===== src/rtl/ttam_pkg.sv =====
// shared constants and codes for the tensor transpose address map
// no dependencies
package ttam_pkg;

    // quotient bits resolved per divider stage
    localparam int DIV_STEP_BITS = 4;

    typedef enum logic [1:0] {
        REG_RANK        = 2'd0,
        REG_SOURCE_DIMS = 2'd1,
        REG_AXIS_ORDER  = 2'd2,
        REG_REVERSE_ALL = 2'd3
    } cfg_reg_t;

endpackage


===== src/rtl/ttam_div_stage.sv =====
// pipelined restoring divider for one destination axis, with side payload
// depends on ttam_pkg
module ttam_div_stage
    import ttam_pkg::*;
#(
    parameter int IW = 32,
    parameter int DW = 16,
    parameter int PW = 96
)
(
    input  logic          clk,
    input  logic          rst_n,
    input  logic          in_valid,
    input  logic [IW-1:0] in_rem,
    input  logic [PW-1:0] in_pay,
    input  logic [DW-1:0] divisor,
    input  logic          bypass,
    output logic          out_valid,
    output logic [IW-1:0] out_rem,
    output logic [DW-1:0] out_mod,
    output logic [PW-1:0] out_pay
);

    localparam int NS = (IW + DIV_STEP_BITS - 1) / DIV_STEP_BITS;

    logic          v_in    [NS];
    logic [DW-1:0] part_in [NS];
    logic [IW-1:0] sh_in   [NS];
    logic [IW-1:0] orig_in [NS];
    logic [PW-1:0] pay_in  [NS];

    logic          v_reg    [NS];
    logic [DW-1:0] part_reg [NS];
    logic [IW-1:0] sh_reg   [NS];
    logic [IW-1:0] orig_reg [NS];
    logic [PW-1:0] pay_reg  [NS];

    genvar s;
    generate
        for (s = 0; s < NS; s++) begin : g_stage
            logic [DW-1:0] part_next;
            logic [IW-1:0] sh_next;

            if (s == 0) begin : g_first
                assign v_in[s]    = in_valid;
                assign part_in[s] = '0;
                assign sh_in[s]   = in_rem;
                assign orig_in[s] = in_rem;
                assign pay_in[s]  = in_pay;
            end else begin : g_rest
                assign v_in[s]    = v_reg[s-1];
                assign part_in[s] = part_reg[s-1];
                assign sh_in[s]   = sh_reg[s-1];
                assign orig_in[s] = orig_reg[s-1];
                assign pay_in[s]  = pay_reg[s-1];
            end

            // shift one dividend bit in, subtract when it fits
            always_comb
            begin
                logic [DW:0] t;
                part_next = part_in[s];
                sh_next   = sh_in[s];
                t         = '0;
                for (int b = 0; b < DIV_STEP_BITS; b++)
                begin
                    if (s * DIV_STEP_BITS + b < IW)
                    begin
                        t       = {part_next, sh_next[IW-1]};
                        sh_next = {sh_next[IW-2:0], 1'b0};
                        if (t >= {1'b0, divisor})
                        begin
                            t          = t - {1'b0, divisor};
                            sh_next[0] = 1'b1;
                        end
                        part_next = t[DW-1:0];
                    end
                end
            end

            always_ff @(posedge clk or negedge rst_n)
            begin
                if (!rst_n)
                begin
                    v_reg[s] <= 1'b0;
                end
                else
                begin
                    v_reg[s] <= v_in[s];
                end
            end

            always_ff @(posedge clk)
            begin
                part_reg[s] <= part_next;
                sh_reg[s]   <= sh_next;
                orig_reg[s] <= orig_in[s];
                pay_reg[s]  <= pay_in[s];
            end
        end
    endgenerate

    // skipped axis or zero size: coordinate 0, index passed on
    assign out_valid = v_reg[NS-1];
    assign out_rem   = bypass ? orig_reg[NS-1] : sh_reg[NS-1];
    assign out_mod   = bypass ? '0 : part_reg[NS-1];
    assign out_pay   = pay_reg[NS-1];

endmodule


===== config.mk =====
export PLATFORM = sky130hd
export DESIGN_NAME = ttam_div_stage
export DESIGN_NICKNAME = d
export VERILOG_FILES = /design/src/rtl/ttam_pkg.sv /design/src/rtl/ttam_div_stage.sv
export SDC_FILE = /design/constraint.sdc
export NUM_CORES = 2
export LEC_CHECK = 0
export BUFFER_PORTS_ARGS = -buffer_cell sky130_fd_sc_hd__buf_2
export CORE_MARGIN = 2
export CORE_UTILIZATION = 30
export DETAILED_ROUTE_END_ITERATION = 12
export GPL_TIMING_DRIVEN = 0
export PLACE_DENSITY_LB_ADDON = 0.15
export SYNTH_ARGS = -nofsm -noshare
export SYNTH_HDL_FRONTEND = slang
export SYNTH_SLANG_ARGS = --single-unit

===== constraint.sdc =====
create_clock -name clk -period 16.3 [get_ports clk]
set_input_delay 1.63 -clock clk [delete_from_list [all_inputs] [get_ports clk]]
set_output_delay 1.63 -clock clk [all_outputs]
set_load 0.05 [all_outputs]

### Yosys cells after proc, flatten, opt, wreduce, memory -nomap -nowiden

Memories as Yosys holds them, arrays and structs flattened.
Cells that the tools add are included.

* memories: 4
* flip-flop bits (word level): 8
* memory bits (read-only): 0
* bits in latches: 0
* input bits: 148
* logic and storage cells: 142
* RAM bits: 1408

* divide/modulo/power cells: 0
* $add $sub $neg: 32
* eq/ne operators: 0
* shift-type cells: 0
* muxes and demuxes: 66
* magnitude comparators: 32
* multiply operators: 0
* reduce and logical (&&, ||, !) cells: 0
* bitwise operators: 0

Memories
* pay_reg: words 8, width 96, rd ports 8, clocked after memory_dff 0, write ports 8, RTL line ttam_div_stage.sv:36 `logic [PW-1:0] pay_reg [NS];`
* orig_reg: words 8, width 32, rd ports 8, clocked after memory_dff 0, write ports 8, RTL line ttam_div_stage.sv:35 `logic [IW-1:0] orig_reg [NS];`
* sh_reg: words 8, width 32, rd ports 8, clocked after memory_dff 0, write ports 8, RTL line ttam_div_stage.sv:34 `logic [IW-1:0] sh_reg [NS];`
* part_reg: words 8, width 16, rd ports 8, clocked after memory_dff 0, write ports 8, RTL line ttam_div_stage.sv:33 `logic [DW-1:0] part_reg [NS];`

Operators with widths (count)
* 16-bit 2-to-1 mux: 33
* 17-bit by 16-bit >= comparator with 1-bit output: 31
* 16-bit subtractor: 31
* 1-bit 2-to-1 mux: 32
* 32-bit 2-to-1 mux: 1
* 1-bit by 16-bit >= comparator with 1-bit output: 1
* 1-bit by 16-bit subtractor with 16-bit output: 1

### Depth between registers and ports, before layout

An unclocked memory read counts as a cell.

* depth after elaboration: 9
* mapped depth: 53
* gate-level depth less buffers: 48

### Least setup slack after synthesis

Ideal clock, no wire load.

* path type: input -> register
* start point: in divisor[1]
* end point: mem part_reg[4][10] (netlist: part_reg[1][10])
* setup slack: 3784 ps
* setup time: 121 ps
* stages on the path: 48
* data required time: 16179 ps
* arrival time: 12396 ps
* cell sequence: inv_1 > ha_1 > nor2b_1 > o31ai_2 > a21oi_1 > o21a_1 > nor2_1 > buf_1 > clkbuf_1 > nor2_1 > a21oi_1 > inv_1 > ha_1 > nor2b_1 > o31a_1 > o31a_1 > a221o_1 > o21ai_1 > (+12 left out) > a211o_1 > nand3_1 > nand2_2 > buf_2 > mux2i_1 > ha_1 > nor2b_1 > o21ai_0 > a21o_1 > a21oi_1 > a211o_1 > nand3_1 > o2bb2ai_1 > o21ai_0 > or3_1 > a21oi_2 > buf_4 > mux2_2

RTL lines
* start: declaration: RTL line ttam_div_stage.sv:16 `input logic [DW-1:0] divisor,`
* end: declaration: RTL line ttam_div_stage.sv:33

==> results.py <==
metrics = {
    "worst_setup_path": {
        "cp.required_ns": 16.91,
        "worst-setup-path-type": "input port to flop",
        "path_max_fanout": 33,
        "cp-end-kind": "flop",
        "ff2ff_setup_slack_ns": 3.97,
        "slowest_delay_ns": 1.02,
        "worst_path_max_delay_cell": "buf_2",
        "critPathLaunchType": "input port",
        "cp.arrival_ns": 15.47,
        "critPathMostFrequentCell": "a21oi_1",
    },
    "yosys": {
        "synth_nets": 5829,
        "yosysTopAreaCellShare": 0.477,
        "synth_top_family_by_area": "compound AO/OA/AOI/OAI gates",
        "async_flop_share": 0.00613,
        "ys_top_cells_by_count": "1,296 x dfxtp_1, 498 x ha_1, 319 x a21oi_1, 287 x nor2_1, 263 x nand2_1",
        "ys_warn_count": 0,
        "synth-seq-cells": 1304,
        "ys_seq_area_frac": 0.480,
        "synth_xor_area_frac": 0.0547,
        "ys_types": 107,
        "ys.flop_type": "dfxtp_1",
        "synth_compound_area_frac": 0.144,
        "syn_inst": 5152,
        "synthAdderAreaFrac": 0.126,
        "yosysTopAreaCell": "dfxtp_1",
        "netlist_area_um2": 54400,
        "synthSimpleGateAreaFrac": 0.104,
        "syn_area_per_cell_um2": 10.6,
        "synth.area.mux_share": 0.0688,
        "synth_edf_count": 0,
        "synth.area.top_cells": "dfxtp_1 48%, ha_1 11%, mux2_2 4.1%",
        "yosysMostFrequentCell": "dfxtp_1",
    },
    "place": {
        "port_buffers": 291,
        "dpl_worst_slack_ns": 0.686,
        "gp_congestion": 0.813,
        "dp_hpwl_mm": 101,
        "placed_cells": 7828,
    },
    "drt": {
        "wire_per_inst_um": 16.7,
        "drt_first_pass_iters": 7,
        "drc": 0,
        "num_vias": 37700,
        "drt_wl_total_mm": 135,
        "drt_iter0_markers": 1801,
        "avgViaCountPerCell": 4.66,
        "ant_nets": 0,
    },
    "global_route": {
        "grt_busiest_layer": "met2",
        "antenna_found_initial": 11,
        "grt_use_met1": 0.183,
        "grtUsageMet2": 0.245,
        "grt_util_met3": 0.0248,
        "grt_pass1_vias": 36700,
        "grt_pass1_wl_mm": 207,
        "grt_overflow": 0,
        "grt_max_degree": 34,
        "grtUsageTotal": 0.143,
    },
    "sta": {
        "fin_hold_ws_ns": 0.302,
        "min_period_ns": 14.87,
        "setup_ws_ns": 1.43,
        "fin_skew_ns": 0.0548,
        "post-route-period-util": 0.912,
        "slew_headroom": 0.0533,
        "setup_violations": 0,
        "hold_viol_final": 0,
        "tightestPinTransition_ns": 1.42,
        "slew_violations": 0,
        "rsz0062_at_grt": "false",
        "fmax_mhz": 67.3,
    },
    "cts": {
        "cts_max_path_buffers": 3,
        "cts_resized": 0,
        "worst_skew_pair.late_latency_ns": 0.78,
        "cts_setup_buffers": 0,
        "clock-root-buffer": "clkbuf_16",
        "h-tree-depth": 4,
        "hold_buffers": 0,
        "cts_inserted_buffers": 140,
        "clock-sinks": 1304,
        "cts_tree": "yes",
        "path_clk_slew_ns": 0.06,
    },
    "die": {
        "coreArea_um2": 181000,
        "rows": 156,
        "dieHeight_um": 430,
        "die_x_um": 430,
        "initial_core_util": 0.301,
        "die_area_um2": 185000,
        "io_pins": 293,
    },
    "layout": {
        "finalNonFillerCells": 8081,
        "layout-drive-gt1-share": 0.151,
        "synthToLayoutAreaGrowth_pct": 17.9,
        "largest_reg_flops": 768,
        "nets": 6277,
        "fin_util": 0.355,
    },
    "hold_path": {
        "min_path_type": "flop to flop",
    },
    "flow_run": {
        "drv_cap": 0,
    },
    "run_status": {
        "outcome": "finished clean",
    },
}
[path summary, 6_finish.rpt]
path | startpoint | end | cells after the start
max | divisor[1] | part_reg[0][44] | 52
min | orig_reg[1][63] | orig_reg[1][95] | 0
max reg2reg | orig_reg[0][55] | part_reg[0][44] | 50
min reg2reg | orig_reg[1][63] | orig_reg[1][95] | 0
max in group asynchronous | rst_n | v_in[5] | 1
min in group asynchronous | rst_n | v_in[6] | 1
[per-layer routing]
| layer | up-vias | share of wire |
|---|---|---|
| li1 | 19300 | - |
| met1 | 17500 | 0.46 |
| met2 | 635 | 0.48 |
| met3 | 189 | 0.036 |
| met4 | 6 | 0.026 |
| met5 | - | 0.00032 |
[critical path: cells and delay by family]
kind                     cells  cell delay (ns)
buffers and inverters       12             4.21
AND/OR/NAND/NOR              8             1.17
adder cells (fa/ha/maj)      4             1.28
AO/OA/AOI/OAI               26             6.35
multiplexers                 2             0.74
[kinds of logic (layout without fill, tap and decap cells)]
logic type | Yosys count | in the layout
xor gates and xnor gates | 340 | 340
buffers and inverters | 304 | 861
DFF | 1304 | 1304
AOI/OAI and AO/OA | 1203 | 1203
adders and majority gates | 529 | 529
and+or+nand+nor | 1134 | 1134
muxes | 338 | 338
other | 0 | 2
[stage by stage]
stage / setup TNS [ns] / instance area [um^2]
2_1_floorplan: 0 / 54400
3_3_place_gp: -109.75 / 58800
3_5_place_dp: 0 / 59200
4_1_cts: 0 / 64100
5_1_grt: 0 / 64100
6_report: 0 / 64100
[final cells by class]
cell class,count,area (um^2)
clock buffers,187,3950
multi-input cells,3544,27100
plain buffers,63,303
flip-flops and latches,1304,26100
diodes,2,5.00
repair buffers,306,1770
inverters,241,907
clock inverters,64,1030
fillers,18000,116000
well taps,2370,2970
[placed cells by master, fill, tap and decap left out, types with 52 or more instances in the layout]
| cell type | n |
|---|---|
| dfxtp_1 | 1296 |
| ha_1 | 498 |
| a21oi_1 | 319 |
| buf_2 | 308 |
| nor2_1 | 287 |
| nand2_1 | 263 |
| xnor2_1 | 235 |
| o21ai_0 | 233 |
| inv_1 | 211 |
| mux2_2 | 198 |
| a21o_1 | 154 |
| clkbuf_16 | 140 |
| xor2_1 | 105 |
| nor2b_1 | 101 |
| nor3_1 | 88 |
| mux2_1 | 87 |
| nand4_1 | 76 |
| nand3_1 | 73 |
| o21a_1 | 67 |
| nand2b_1 | 56 |
| o21bai_1 | 53 |
| mux2i_1 | 52 |
Power is not shown: default switching activity piles up to over one toggle a cycle in this logic, so the estimate is an artifact.
